## src/design/dsfa_pkg.sv

```systemverilog
// dust sensor frame averager package: frame constants, scaling constants, types
// no dependencies; imported by the interfaces and the top level
package dsfa_pkg;

    typedef logic [7:0] byte_t;

    // frame bytes
    localparam byte_t START_BYTE = 8'hAA;
    localparam byte_t END_BYTE   = 8'hFF;

    // reading scale: reading = (total * 45600) >> 16, saturated at 255
    localparam int          TOTAL_W     = 20;
    localparam int          MUL_W       = 16;
    localparam int          SCALE_SHIFT = 16;
    localparam logic [15:0] SCALE_MUL   = 16'd45600;

    // frame count register
    localparam int         CFG_W      = 5;
    localparam logic [4:0] CFG_RESET  = 5'd2;
    localparam logic [4:0] MAX_FRAMES = 5'd16;

    // history sum width (wraps like the 12-bit running sum)
    localparam int SUM_W = 12;

    // parser position in the frame
    typedef enum logic [2:0] {
        POS_HUNT = 3'd0,
        POS_D1   = 3'd1,
        POS_D2   = 3'd2,
        POS_D3   = 3'd3,
        POS_D4   = 3'd4,
        POS_CK   = 3'd5,
        POS_END  = 3'd6
    } frame_pos_t;

endpackage

```

## src/design/dsfa_rx_if.sv

```systemverilog
// received byte channel: valid, ready and one serial byte
// depends on dsfa_pkg
interface dsfa_rx_if
    import dsfa_pkg::*;
();
    logic  valid;
    logic  ready;
    byte_t rx_byte;

    modport source (output valid, output rx_byte, input ready);
    modport sink   (input valid, input rx_byte, output ready);
endinterface

```

## src/design/dsfa_res_if.sv

```systemverilog
// result channel: valid, ready, history average and newest reading
// depends on dsfa_pkg
interface dsfa_res_if
    import dsfa_pkg::*;
();
    logic  valid;
    logic  ready;
    byte_t avg_value;
    byte_t new_reading;

    modport source (output valid, output avg_value, output new_reading, input ready);
    modport sink   (input valid, input avg_value, input new_reading, output ready);
endinterface

```

## src/design/dsfa_ram.sv

```systemverilog
// generic single-write, single-read ram with registered read data
// no dependencies
module dsfa_ram #(
    parameter int WIDTH = 8,
    parameter int DEPTH = 10
) (
    input  logic                                  clk,
    input  logic                                  we,
    input  logic [(DEPTH > 1 ? $clog2(DEPTH) : 1)-1:0] waddr,
    input  logic [WIDTH-1:0]                      wdata,
    input  logic [(DEPTH > 1 ? $clog2(DEPTH) : 1)-1:0] raddr,
    output logic [WIDTH-1:0]                      rdata
);
    logic [WIDTH-1:0] mem [DEPTH];

    // write port
    always_ff @(posedge clk)
    begin
        if (we)
        begin
            mem[waddr] <= wdata;
        end
    end

    // registered read port
    always_ff @(posedge clk)
    begin
        rdata <= mem[raddr];
    end
endmodule

```

## src/design/dust_sensor_frame_averager.sv

```systemverilog
// dust sensor frame averager top level: frame parser, reading scaler, history ram
// depends on dsfa_pkg, dsfa_rx_if, dsfa_res_if, dsfa_ram
//
//  channel  | dir | payload                    | handshake
//  ---------+-----+----------------------------+-------------------------------
//  rx       | in  | rx_byte[7:0]               | valid & ready
//  res      | out | avg_value[7:0], new_reading[7:0] | valid & ready
//  cfg      | in  | cfg_wdata[4:0] frames per reading | cfg_we, no wait
//
// one byte is taken every cycle while rx.ready is high; the end byte completing a
// reading passes s1 (multiplier), s2 (ram read), s3 (divide), then the output register.
// rx.ready drops only when the end byte is due while an untaken result still
// sits in the output register. readings are at least seven bytes apart, so the
// history read-modify-write never overlaps itself. reset clears the history
// through per-entry valid bits at once; no clearing pass is needed.
module dust_sensor_frame_averager
    import dsfa_pkg::*;
#(
    parameter int HISTORY_DEPTH = 10
) (
    input  logic              clk,
    input  logic              rst_n,
    dsfa_rx_if.sink           rx,
    dsfa_res_if.source        res,
    input  logic              cfg_we,
    input  logic [CFG_W-1:0]  cfg_wdata
);
    localparam int IDX_W = (HISTORY_DEPTH > 1) ? $clog2(HISTORY_DEPTH) : 1;
    localparam int RECIP_SHIFT = 28;
    localparam logic [RECIP_SHIFT:0] RECIP =
        (RECIP_SHIFT+1)'(((64'd1 << RECIP_SHIFT) + HISTORY_DEPTH - 1) / HISTORY_DEPTH);
    localparam logic [IDX_W-1:0] LAST_IDX = IDX_W'(HISTORY_DEPTH - 1);

    // configuration and parser state
    logic [CFG_W-1:0]   frames_cfg_reg;
    frame_pos_t         pos_reg, pos_next;
    byte_t              d1_reg, d2_reg, ck_reg;
    logic [9:0]         dsum_reg;
    logic [CFG_W-1:0]   taken_reg;
    logic [TOTAL_W-1:0] total_reg;

    // reading pipeline
    logic               s1_valid_reg;
    logic [TOTAL_W-1:0] s1_total_reg;
    logic               s2_valid_reg;
    byte_t              s2_reading_reg;
    logic               s3_valid_reg;
    logic [SUM_W-1:0]   s3_sum_reg;
    byte_t              s3_reading_reg;

    // history bookkeeping
    logic [IDX_W-1:0]         hidx_reg;
    logic [SUM_W-1:0]         hsum_reg;
    logic [HISTORY_DEPTH-1:0] hvalid_reg;
    byte_t                    ram_rdata;
    byte_t                    old_entry;
    logic [SUM_W-1:0]         hsum_next;

    // output register
    logic  out_valid_reg;
    byte_t out_avg_reg, out_reading_reg;

    logic               accept;
    logic               frame_ok;
    logic [TOTAL_W-1:0] frame_value;
    logic [TOTAL_W-1:0] total_sum;
    logic [CFG_W-1:0]   taken_inc;
    logic [CFG_W-1:0]   frame_limit;
    logic               reading_done;
    logic [TOTAL_W+MUL_W-1:0] scaled;
    byte_t              reading_sat;
    logic [SUM_W+RECIP_SHIFT:0] avg_product;

    assign rx.ready = !(out_valid_reg && (pos_reg == POS_END));
    assign accept   = rx.valid && rx.ready;

    // configuration register
    always_ff @(posedge clk or negedge rst_n)
    begin
        if (!rst_n)
        begin
            frames_cfg_reg <= CFG_RESET;
        end
        else if (cfg_we)
        begin
            frames_cfg_reg <= cfg_wdata;
        end
    end

    // frame parser next state
    always_comb
    begin
        pos_next = pos_reg;
        frame_ok = 1'b0;
        unique case (pos_reg)
            POS_D1:  pos_next = POS_D2;
            POS_D2:  pos_next = POS_D3;
            POS_D3:  pos_next = POS_D4;
            POS_D4:  pos_next = POS_CK;
            POS_CK:  pos_next = POS_END;
            POS_END:
            begin
                frame_ok = (rx.rx_byte == END_BYTE) && (dsum_reg == {2'b00, ck_reg});
                if (frame_ok)
                begin
                    pos_next = POS_HUNT;
                end
                else
                begin
                    pos_next = (rx.rx_byte == START_BYTE) ? POS_D1 : POS_HUNT;
                end
            end
            default: pos_next = (rx.rx_byte == START_BYTE) ? POS_D1 : POS_HUNT;
        endcase
    end

    // parser state register
    always_ff @(posedge clk or negedge rst_n)
    begin
        if (!rst_n)
        begin
            pos_reg <= POS_HUNT;
        end
        else if (accept)
        begin
            pos_reg <= pos_next;
        end
    end

    // frame data capture, checksum accumulated on the fly
    always_ff @(posedge clk)
    begin
        if (accept)
        begin
            case (pos_reg) inside
                POS_D1:
                begin
                    d1_reg   <= rx.rx_byte;
                    dsum_reg <= {2'b00, rx.rx_byte};
                end
                POS_D2:
                begin
                    d2_reg   <= rx.rx_byte;
                    dsum_reg <= dsum_reg + {2'b00, rx.rx_byte};
                end
                POS_D3, POS_D4:
                begin
                    dsum_reg <= dsum_reg + {2'b00, rx.rx_byte};
                end
                POS_CK:
                begin
                    ck_reg <= rx.rx_byte;
                end
                default:
                begin
                end
            endcase
        end
    end

    // frame count limit and running total
    always_comb
    begin
        if (frames_cfg_reg == '0)
        begin
            frame_limit = CFG_W'(1);
        end
        else if (frames_cfg_reg > MAX_FRAMES)
        begin
            frame_limit = MAX_FRAMES;
        end
        else
        begin
            frame_limit = frames_cfg_reg;
        end
        frame_value  = {{(TOTAL_W-16){1'b0}}, d1_reg, d2_reg};
        total_sum    = total_reg + frame_value;
        taken_inc    = taken_reg + CFG_W'(1);
        reading_done = (taken_inc >= frame_limit);
    end

    always_ff @(posedge clk or negedge rst_n)
    begin
        if (!rst_n)
        begin
            taken_reg    <= '0;
            total_reg    <= '0;
            s1_valid_reg <= 1'b0;
        end
        else
        begin
            s1_valid_reg <= accept && frame_ok && reading_done;
            if (accept && frame_ok)
            begin
                if (reading_done)
                begin
                    taken_reg <= '0;
                    total_reg <= '0;
                end
                else
                begin
                    taken_reg <= taken_inc;
                    total_reg <= total_sum;
                end
            end
        end
    end

    always_ff @(posedge clk)
    begin
        s1_total_reg <= total_sum;
    end

    // stage 1: scale the total and saturate; history entry read issued
    assign scaled = s1_total_reg * SCALE_MUL;
    assign reading_sat = (scaled[TOTAL_W+MUL_W-1:SCALE_SHIFT+8] != '0)
                         ? 8'hFF : scaled[SCALE_SHIFT+7:SCALE_SHIFT];

    always_ff @(posedge clk or negedge rst_n)
    begin
        if (!rst_n)
        begin
            s2_valid_reg <= 1'b0;
        end
        else
        begin
            s2_valid_reg <= s1_valid_reg;
        end
    end

    always_ff @(posedge clk)
    begin
        s2_reading_reg <= reading_sat;
    end

    // history memory
    dsfa_ram #(
        .WIDTH (8),
        .DEPTH (HISTORY_DEPTH)
    ) u_history (
        .clk   (clk),
        .we    (s2_valid_reg),
        .waddr (hidx_reg),
        .wdata (s2_reading_reg),
        .raddr (hidx_reg),
        .rdata (ram_rdata)
    );

    // stage 2: replace the oldest entry in the running sum
    assign old_entry = hvalid_reg[hidx_reg] ? ram_rdata : 8'h00;
    assign hsum_next = hsum_reg - {{(SUM_W-8){1'b0}}, old_entry}
                     + {{(SUM_W-8){1'b0}}, s2_reading_reg};

    always_ff @(posedge clk or negedge rst_n)
    begin
        if (!rst_n)
        begin
            hidx_reg     <= '0;
            hsum_reg     <= '0;
            hvalid_reg   <= '0;
            s3_valid_reg <= 1'b0;
        end
        else
        begin
            s3_valid_reg <= s2_valid_reg;
            if (s2_valid_reg)
            begin
                hsum_reg             <= hsum_next;
                hvalid_reg[hidx_reg] <= 1'b1;
                hidx_reg             <= (hidx_reg == LAST_IDX) ? '0 : hidx_reg + IDX_W'(1);
            end
        end
    end

    always_ff @(posedge clk)
    begin
        s3_sum_reg     <= hsum_next;
        s3_reading_reg <= s2_reading_reg;
    end

    // stage 3: divide the history sum by the depth through a reciprocal multiply
    assign avg_product = s3_sum_reg * RECIP;

    // output register
    always_ff @(posedge clk or negedge rst_n)
    begin
        if (!rst_n)
        begin
            out_valid_reg <= 1'b0;
        end
        else if (s3_valid_reg)
        begin
            out_valid_reg <= 1'b1;
        end
        else if (res.ready)
        begin
            out_valid_reg <= 1'b0;
        end
    end

    always_ff @(posedge clk)
    begin
        if (s3_valid_reg)
        begin
            out_avg_reg     <= avg_product[RECIP_SHIFT+7:RECIP_SHIFT];
            out_reading_reg <= s3_reading_reg;
        end
    end

    assign res.valid       = out_valid_reg;
    assign res.avg_value   = out_avg_reg;
    assign res.new_reading = out_reading_reg;
endmodule

```

## src/flat_wrapper.sv

```systemverilog
// flat-port wrapper written by rule: the top's interface ports become plain ports
module dust_sensor_frame_averager_flat import dsfa_pkg::*;
#(
    parameter int HISTORY_DEPTH = 10
)
  (clk, rst_n, cfg_we, cfg_wdata, rx_valid, rx_rx_byte, rx_ready, res_valid, res_avg_value, res_new_reading, res_ready);
  dsfa_rx_if rx_i ();
  dsfa_res_if res_i ();
  input  logic clk;
  input  logic rst_n;
  input  logic cfg_we;
  input  logic [CFG_W-1:0] cfg_wdata;
  input wire logic [$bits(rx_i.valid)-1:0] rx_valid;
  input wire logic [$bits(rx_i.rx_byte)-1:0] rx_rx_byte;
  output wire logic [$bits(rx_i.ready)-1:0] rx_ready;
  output wire logic [$bits(res_i.valid)-1:0] res_valid;
  output wire logic [$bits(res_i.avg_value)-1:0] res_avg_value;
  output wire logic [$bits(res_i.new_reading)-1:0] res_new_reading;
  input wire logic [$bits(res_i.ready)-1:0] res_ready;
  assign rx_i.valid = rx_valid;
  assign rx_i.rx_byte = rx_rx_byte;
  assign rx_ready = rx_i.ready;
  assign res_valid = res_i.valid;
  assign res_avg_value = res_i.avg_value;
  assign res_new_reading = res_i.new_reading;
  assign res_i.ready = res_ready;
  dust_sensor_frame_averager #(.HISTORY_DEPTH(HISTORY_DEPTH)) u_core (.clk(clk), .rst_n(rst_n), .rx(rx_i), .res(res_i), .cfg_we(cfg_we), .cfg_wdata(cfg_wdata));
endmodule
```

## config.mk

```make
export PLATFORM = sky130hd
export DESIGN_NAME = dust_sensor_frame_averager_flat
export DESIGN_NICKNAME = d
export VERILOG_FILES = /design/src/design/dsfa_pkg.sv /design/src/design/dsfa_rx_if.sv /design/src/design/dsfa_res_if.sv /design/src/design/dsfa_ram.sv /design/src/design/dust_sensor_frame_averager.sv /design/src/flat_wrapper.sv
export SDC_FILE = /design/constraint.sdc
export NUM_CORES = 1
export LEC_CHECK = 0
export BUFFER_PORTS_ARGS = -buffer_cell sky130_fd_sc_hd__clkbuf_2
export CELL_PAD_IN_SITES_DETAIL_PLACEMENT = 1
export CELL_PAD_IN_SITES_GLOBAL_PLACEMENT = 1
export CORE_UTILIZATION = 35
export DETAILED_ROUTE_END_ITERATION = 6
export GPL_TIMING_DRIVEN = 0
export PLACE_DENSITY_LB_ADDON = 0.1
export SLEW_MARGIN = 20
export SYNTH_ARGS = -nofsm -noshare
export SYNTH_HDL_FRONTEND = slang
export SYNTH_SLANG_ARGS = --single-unit
```

## constraint.sdc

```tcl
create_clock -name clk -period 5.8 [get_ports clk]
set_input_delay 0.29 -clock clk [delete_from_list [all_inputs] [get_ports clk]]
set_output_delay 0.29 -clock clk [all_outputs]
set_load 0.05 [all_outputs]
```

==> Implementation_results.wiki, run 1 <==
{| class="wikitable"
! Metric !! Value
|-
| Final routed wirelength across all metal layers || 37900 um
|-
| Wire length of the first global-routing pass || 61600 um
|-
| IO Count || 36
|-
| Number of DRC violations after detailed-routing iteration 0 || 331
|-
| Maximum operating frequency || 0.183 GHz
|-
| Worst hold-check path type || input pin to flop
|-
| Reg-to-reg setup timing slack || 0.33 ns
|-
| Number of synthesized flops with an enable pin || 130
|-
| Maximum number of buffers from clock root to sink || 3
|-
| CTS Root Cell || sky130_fd_sc_hd__clkbuf_16
|-
| Final Hold Viols || 0
|-
| Total number of clock tree sinks || 249
|-
| Die boundary width || 217 um
|-
| Port Buffer Count || 34
|-
| Worst ir drop on vdd || 298 uV
|-
| Proportion of synthesized chip area in sequential cells || 0.407
|-
| Placement-stage cell area || 0.0172 mm2
|-
| Required time at the worst-slack endpoint || 6.24 ns
|-
| PnR Total Power || 7.34 mW
|-
| Critical register-to-register path endpoint || u_core.s2_reading_reg[6]$_SDFF_PP1_
|-
| Multiplexer fraction of the synthesized cell area || 0.0372
|-
| Routed via count divided by cell count || 4.85
|-
| Worst-Margin Slew || 0.991 ns
|-
| Time the final worst path needs with I/O delays and setup || 5.47 ns
|-
| Floorplan die height || 217 um
|-
| Hold endpoint || u_core.ck_reg[0]$_DFFE_PP_
|-
| Drc violations || 0
|-
| Count of nets left with antenna violations after detail routing || 0
|-
| Vias || 10400
|-
| Initial DRT Pass Iterations || 4
|-
| Number of warnings printed during yosys synthesis || 0
|-
| Final estimated routing congestion in global placement || 0.758
|-
| Pin count of the biggest net entering global routing || 41
|-
| Area contributors post-synth || sky130_fd_sc_hd__edfxtp_1 (24%), sky130_fd_sc_hd__ha_1 (16%), sky130_fd_sc_hd__fa_1 (12%)
|-
| Post-route fraction of the period consumed by the critical path || 0.944
|-
| Clock H-tree levels || 1
|-
| Count of cell types in the netlist || 67
|-
| Reg power frac || 0.280
|-
| Number of buffer and inverter stages on the critical path || 4
|-
| Cells after Synth || 1431
|-
| Proportion of layout cells with a drive suffix above 1 || 0.100
|-
| Finished Cell Area || 0.0184 mm2
|-
| Compound-cell area share of the yosys netlist || 0.0885
|-
| Internal power consumption || 4.50 mW
|-
| Post-synthesis instance area || 0.0162 mm2
|-
| Combinational group share of total power || 0.460
|-
| Switching share of total power || 0.387
|-
| Effective utilization at floorplan || 0.356
|-
| Setup slack after placement || -0.0982 ns
|-
| Max-cap viol count || 0
|-
| Total power density per cell area || 400 mW/mm2
|-
| Run status || finished clean
|-
| Total core area || 0.0456 mm2
|-
| Post-synthesis register bit count || 249
|-
| XOR/XNOR share of the synthesized area || 0.0362
|-
| Growth of design area from synthesis to finish || 13.3%
|-
| Largest fanout of any net on the critical path || 8
|-
| Initial antenna violation count || 0
|-
| Top_reg_cell synth || sky130_fd_sc_hd__edfxtp_1
|-
| CP Launch Type || flop
|-
| Worst slew margin relative to its limit || 0.333
|-
| Total negative slack || 0 ns
|-
| Fin nets || 1838
|-
| Cells along the critical path || ha_1 -> fa_1 -> fa_1 -> inv_1 -> fa_1 -> inv_1 -> ha_1 -> ha_1 -> clkbuf_1 -> a21oi_1 -> o21ai_1 -> a21oi_2 -> o221ai_1 -> a21o_1 -> a2111oi_0 -> a31oi_1 -> nor4_4 -> buf_4 -> nand3_1
|-
| Cell taking the most area after synthesis || sky130_fd_sc_hd__edfxtp_1
|-
| CTS tree || yes
|-
| Placed wire-length estimate after detailed placement || 28900 um
|-
| Clock insertion delay at the later pin of the skew report || 0.58 ns
|-
| Placed insts || 2069
|-
| Final worst-path setup slack || 0.326 ns
|-
| Share of Yosys cell area claimed by the top area cell type || 0.241
|-
| Average size of a mapped cell || 11.3 um2
|-
| CP arrival || 5.92 ns
|-
| Switching component of the power || 2.84 mW
|-
| Final setup violation count || 0
|-
| Reg clk slew, reported paths || 0.06 ns
|-
| Worst-case reg-to-reg path depth || 19
|-
| Routed wire length per instance || 17.7 um
|-
| Overflow left after global routing || 0
|-
| Setup Crit Path Kind || flop to flop
|-
| Total die area || 0.0472 mm2
|-
| Number of cells on the worst hold path || 1
|-
| Synthesized Nets || 1756
|-
| Cell with the largest stage delay on the worst path || sky130_fd_sc_hd__fa_1
|-
| Antenna fix cells || 0
|-
| Biggest cell delay along the critical path || 0.51 ns
|-
| Cell family with the largest share of critical-path delay || adder cells
|-
| Number of buffers created by CTS || 30
|-
| Fraction of registers with async set/reset || 0.253
|-
| R2r startpoint || u_core.s1_total_reg[9]$_DFF_P_
|-
| Number of global-route vias before repair || 11300
|-
| Adder-cell area share of the yosys netlist || 0.282
|-
| Clock Power Share || 0.260
|-
| Crit. End Element || flop
|-
| Combinational family with the most area after synthesis || adder cells
|-
| Post-synthesis share of cell area spent on and, or, nand and nor gates || 0.0914
|-
| Number of cell rows || 78
|-
| Max Slew Vio Count || 0
|-
| Filler cells || 4970
|-
| Global-route total usage across every layer || 0.166
|-
| Worst Clk Skew || 0.0210 ns
|-
| Flip-flop count of the largest register after layout || 80
|-
| Worst hold path startpoint || rx_rx_byte[0]
|-
| Static leakage power || 8.07 nW
|-
| Unrepaired setup endpoints after global routing || false
|-
| Filler-free cell count of the finished design || 2137
|}
placed cells by master, fill, tap and decap left out, drive strengths merged, types with 10 or more instances in the layout:
cell type    count
and3            10
clkinv          12
nor2b           23
dlygate4sd3     11
nand3           35
ha             209
edfxtp         130
or2             14
nor2            55
clkbuf          99
nand2b          13
o21ai           63
dfxtp           56
inv            222
and2            12
mux2i           12
a211oi          12
dfrtp           62
xnor2           46
nand2           88
mux4            18
fa              98
xor2            21
nor3            14
o21a            13
a21o            30
a21oi           55
logic make-up after synthesis:
kind of cell	count (synthesis)
XOR/XNOR	67
multiplexers	37
buffers and inverters	250
AO/OA/AOI/OAI	224
adder cells (fa/ha/maj)	307
flip-flops	249
AND/OR/NAND/NOR	297
layer usage:
layer / share of wire / vias up / track usage
met4: 0.019 / 0 / 0.0385
li1: - / 5079 / -
met2: 0.48 / 87 / 0.280
met1: 0.48 / 5161 / 0.229
met3: 0.026 / 43 / 0.0182
met5: 0 / - / 0
worst max-delay path by stage:
| stage | from | end | cells past startpoint |
|---|---|---|---|
| 2_1_floorplan | u_core.s1_total_reg[9]$_DFF_P_ | u_core.s2_reading_reg[0]$_SDFF_PP1_ | 18 |
| 3_3_place_gp | u_core.s1_total_reg[9]$_DFF_P_ | u_core.s2_reading_reg[0]$_SDFF_PP1_ | 18 |
| 3_5_place_dp | u_core.s1_total_reg[9]$_DFF_P_ | u_core.s2_reading_reg[6]$_SDFF_PP1_ | 18 |
| 4_1_cts | u_core.s1_total_reg[9]$_DFF_P_ | u_core.s2_reading_reg[6]$_SDFF_PP1_ | 19 |
| 5_1_grt | u_core.s1_total_reg[6]$_DFF_P_ | u_core.s2_reading_reg[1]$_SDFF_PP1_ | 19 |
| 6_report | u_core.s1_total_reg[9]$_DFF_P_ | u_core.s2_reading_reg[6]$_SDFF_PP1_ | 19 |
layout make-up:
class	instances	area, um2	area share
inverter	221	830	0.0451
tap	600	751	0.0408
clock buffer	39	845	0.0459
multi-input combinational	932	8730	0.475
clock inverter	17	175	0.00953
sequential	249	6610	0.360
buffer	29	110	0.00599
timing repair buffer	50	335	0.0182
per-stage QoR:
step,hold slack (ns),utilization
after floorplan,-0.00559,-
after global placement,0.334,0.376
final,0.0340,0.403
after CTS,0.00775,0.403
after global routing,0.0326,0.403
after detailed placement,0.294,0.378
Yosys cell counts (all sizes together), types with 5 or more instances:
cell type and count:
a21o 30, nand2 88, nor3 14, o21ai 63, nor3b 5, or2 14
a211oi 12, mux4 18, nor2 55, o21a 13, or3 8, dfrtp 62
nand4 6, xnor2 46, o211ai 5, edfxtp 130, o31ai 5, nand3 35
inv 220, ha 209, xor2 21, and2 12, mux2i 12, mux2 7
fa 98, a31oi 8, nor2b 23, and3 10, dfxtp 56, clkbuf 25
nand2b 13, a21oi 55, nor4 5
power by group through the flow:
stage	logic [mW]	clock network, mW	registers, mW
after global routing	3.84	2.03	2.07
after floorplan	2.63	0	2.06
after detailed placement	3.38	0	2.09
after CTS	3.43	1.98	2.06
final	3.38	1.91	2.06
after global placement	3.36	0	2.09
worst register-to-register path, stage by stage (launching register included):
cell                        delay (ns)
sky130_fd_sc_hd__dfxtp_2          0.44
sky130_fd_sc_hd__ha_1             0.29
sky130_fd_sc_hd__fa_1             0.49
sky130_fd_sc_hd__fa_1             0.51
sky130_fd_sc_hd__inv_1            0.05
sky130_fd_sc_hd__fa_1             0.49
sky130_fd_sc_hd__inv_1            0.04
sky130_fd_sc_hd__ha_1             0.29
sky130_fd_sc_hd__ha_1             0.29
sky130_fd_sc_hd__clkbuf_1         0.20
sky130_fd_sc_hd__a21oi_1          0.23
sky130_fd_sc_hd__o21ai_1          0.14
sky130_fd_sc_hd__a21oi_2          0.27
sky130_fd_sc_hd__o221ai_1         0.16
sky130_fd_sc_hd__a21o_1           0.22
sky130_fd_sc_hd__a2111oi_0        0.48
sky130_fd_sc_hd__a31oi_1          0.17
sky130_fd_sc_hd__nor4_4           0.27
sky130_fd_sc_hd__buf_4            0.21
sky130_fd_sc_hd__nand3_1          0.10
what timing repair did:
item	CTS	global route
resized for setup	2	8
hold endpoints to repair	33	0
pin swaps	1	0
buffers inserted	1	0
hold buffers	11	0
setup endpoints to repair	9	12
Note: power is estimated with default switching activity, not from simulation.
==> run 2, diff against run 1 <==
clock period = 5.6 ns   (was 5.8 ns; I/O delays follow)
==> run 2 against run 1 <==
Via count increased by 0.18%. Utilization rose by 0.074 points. Routed wire length rose by 0.19%. Largest cell class unchanged. Flip-flop and latch count unchanged. Register-to-register slack about the same.
==> Implementation_results.wiki, run 2 (synthesis results as in run 1) <==
{| class="wikitable"
! Metric !! Value
|-
| Run status || finished clean
|-
| Reg clk slew, reported paths || 0.06 ns (about the same)
|-
| Setup slack after placement || -0.298 ns (-0.200 ns)
|-
| Required time at the worst-slack endpoint || 5.94 ns (-0.30 ns)
|-
| Max Slew Vio Count || 0 (unchanged)
|-
| Final Hold Viols || 0 (unchanged)
|-
| Drc violations || 0 (unchanged)
|-
| Total die area || 0.0472 mm2 (unchanged)
|-
| Routed via count divided by cell count || 4.86 (+0.14%)
|-
| Initial antenna violation count || 0 (unchanged)
|-
| CP Launch Type || flop
|-
| Pin count of the biggest net entering global routing || 41 (unchanged)
|-
| Largest fanout of any net on the critical path || 5 (-3)
|-
| CTS tree || yes
|-
| Die boundary width || 217 um (unchanged)
|-
| Crit. End Element || flop
|-
| Number of cell rows || 78 (unchanged)
|-
| Total negative slack || 0 ns (unchanged)
|-
| Static leakage power || 8.08 nW (+0.14%)
|-
| Worst ir drop on vdd || 314 uV (+5.4%)
|-
| Overflow left after global routing || 0 (unchanged)
|-
| Flip-flop count of the largest register after layout || 80 (unchanged)
|-
| Time the final worst path needs with I/O delays and setup || 5.26 ns (-0.211 ns)
|-
| Post-route fraction of the period consumed by the critical path || 0.940 (-0.00396)
|-
| Total core area || 0.0456 mm2 (unchanged)
|-
| IO Count || 36 (unchanged)
|-
| CTS Root Cell || sky130_fd_sc_hd__clkbuf_16
|-
| Worst Clk Skew || 0.0195 ns (-0.00147 ns)
|-
| Proportion of layout cells with a drive suffix above 1 || 0.105 (+0.00449)
|-
| Clock insertion delay at the later pin of the skew report || 0.58 ns (about the same)
|-
| Clock H-tree levels || 1 (unchanged)
|-
| Most frequent standard cell in the layout excluding fill and tap cells || sky130_fd_sc_hd__inv_1
|-
| Placed wire-length estimate after detailed placement || 28900 um (unchanged)
|-
| Worst slew margin relative to its limit || 0.320 (-0.0131)
|-
| Number of global-route vias before repair || 11300 (+0.097%)
|-
| Maximum number of buffers from clock root to sink || 3 (unchanged)
|-
| Commonest cells after routing, fill and taps aside || sky130_fd_sc_hd__inv_1 (219), sky130_fd_sc_hd__ha_1 (209), sky130_fd_sc_hd__edfxtp_1 (130), sky130_fd_sc_hd__fa_1 (97), sky130_fd_sc_hd__nand2_1 (88)
|-
| Port Buffer Count || 34 (unchanged)
|-
| Unrepaired setup endpoints after global routing || false
|-
| Final routed wirelength across all metal layers || 37900 um (+0.19%)
|-
| Number of DRC violations after detailed-routing iteration 0 || 345 (+4.2%)
|-
| Placed insts || 2069 (unchanged)
|-
| Worst hold slack across all endpoints || 0.0348 ns (+0.000875 ns)
|-
| Antenna fix cells || 0 (unchanged)
|-
| Vias || 10400 (+0.18%)
|-
| Internal power consumption || 4.67 mW (+3.8%)
|-
| Combinational group share of total power || 0.462 (+0.002)
|-
| Initial DRT Pass Iterations || 4 (unchanged)
|-
| Switching component of the power || 2.95 mW (+4.0%)
|-
| Setup Crit Path Kind || flop to flop
|-
| Filler-free cell count of the finished design || 2138 (+0.047%)
|-
| Wire length of the first global-routing pass || 61700 um (+0.18%)
|-
| Switching share of total power || 0.387 (+0.000436)
|-
| Total power density per cell area || 414 mW/mm2 (+3.7%)
|-
| Final setup violation count || 0 (unchanged)
|-
| PnR Total Power || 7.63 mW (+3.8%)
|-
| Count of nets left with antenna violations after detail routing || 0 (unchanged)
|-
| Global-route total usage across every layer || 0.167 (+0.000278)
|-
| Final estimated routing congestion in global placement || 0.758 (unchanged)
|-
| Fin nets || 1839 (+0.054%)
|-
| Worst-Margin Slew || 1.01 ns (+0.0195 ns)
|-
| Worst hold-check path type || input pin to flop
|-
| Maximum operating frequency || 0.190 GHz (+4.0%)
|-
| CP arrival || 5.60 ns (-0.32 ns)
|-
| Growth of design area from synthesis to finish || 13.5%
|-
| Total number of clock tree sinks || 249 (unchanged)
|-
| Floorplan die height || 217 um (unchanged)
|-
| Max-cap viol count || 0 (unchanged)
|-
| Effective utilization at floorplan || 0.356 (unchanged)
|-
| Clock Power Share || 0.259 (about the same)
|-
| Reg-to-reg setup timing slack || 0.34 ns (about the same)
|-
| Final worst-path setup slack || 0.337 ns (+0.0109 ns)
|-
| Reg power frac || 0.279 (about the same)
|-
| Number of buffers created by CTS || 30 (unchanged)
|-
| Routed wire length per instance || 17.7 um (+0.15%)
|}
run 2: worst paths after layout:
check                      cells past startpoint                           from                                    to
setup / recovery                              19   u_core.s3_sum_reg[6]$_DFF_P_     u_core.res.avg_value[7]$_DFFE_PP_
hold / removal                                 1                  rx_rx_byte[3]            u_core.ck_reg[3]$_DFFE_PP_
setup reg to reg                              19   u_core.s3_sum_reg[6]$_DFF_P_     u_core.res.avg_value[7]$_DFFE_PP_
hold reg to reg                                0  u_core.s1_valid_reg$_DFF_PN0_         u_core.s2_valid_reg$_DFF_PN0_
max in group asynchronous                      3                          rst_n  u_core.frames_cfg_reg[1]$_DFFE_PN1P_
min in group asynchronous                      2                          rst_n       u_core.hsum_reg[10]$_DFFE_PN0P_
run 2: timing repair:
action,CTS,global route
gates resized for setup,5,15
endpoints found under the hold margin,36,0
hold buffers,12,0
setup buffers,1,0
endpoints found under the setup margin,12,17
pin swaps,1,2
run 2: worst max-delay path, cell delays in order, from the launching register on:
cell                        delay, ns
sky130_fd_sc_hd__dfxtp_1         0.52
sky130_fd_sc_hd__ha_1            0.31
sky130_fd_sc_hd__inv_1           0.08
sky130_fd_sc_hd__fa_2            0.19
sky130_fd_sc_hd__inv_1           0.08
sky130_fd_sc_hd__fa_1            0.68
sky130_fd_sc_hd__inv_1           0.10
sky130_fd_sc_hd__fa_1            0.53
sky130_fd_sc_hd__inv_1           0.06
sky130_fd_sc_hd__fa_1            0.37
sky130_fd_sc_hd__ha_1            0.30
sky130_fd_sc_hd__a21o_1          0.18
sky130_fd_sc_hd__a21o_1          0.20
sky130_fd_sc_hd__a2111oi_2       0.43
sky130_fd_sc_hd__o41ai_1         0.19
sky130_fd_sc_hd__nor2_2          0.17
sky130_fd_sc_hd__o21ai_1         0.15
sky130_fd_sc_hd__a21o_1          0.23
sky130_fd_sc_hd__a21oi_1         0.17
sky130_fd_sc_hd__xnor2_1         0.08
run 2: final cells by class:
type                    count  area [um2]
repair buffers             51         345
clock inverters            17         175
plain buffers              29         110
multi-input cells         932        8740
clock buffers              39         845
inverters                 221         830
well taps                 600         751
fillers                  4972       27200
flip-flops and latches    249        6610
run 2: power groups by stage:
stage | sequential, mW | clock [mW] | combinational, mW
3_5_place_dp | 2.17 | 0 | 3.50
4_1_cts | 2.13 | 2.05 | 3.57
6_report | 2.13 | 1.97 | 3.52
3_3_place_gp | 2.17 | 0 | 3.48
5_1_grt | 2.14 | 2.10 | 3.99
2_1_floorplan | 2.13 | 0 | 2.73
run 2: routing by layer:
metal | up-vias | global-route usage | wire length, um
met3 | 43 | 0.0182 | 872
met2 | 83 | 0.281 | 18100
met1 | 5180 | 0.229 | 18300
li1 | 5083 | - | -
met5 | - | 0 | 0
met4 | 0 | 0.0385 | 731
run 2: per-stage QoR:
step | cell area [um2] | utilization
floorplan | 16200 | -
global placement | 17200 | 0.376
detailed placement | 17200 | 0.378
CTS | 18400 | 0.403
global route | 18400 | 0.404
finish | 18400 | 0.404
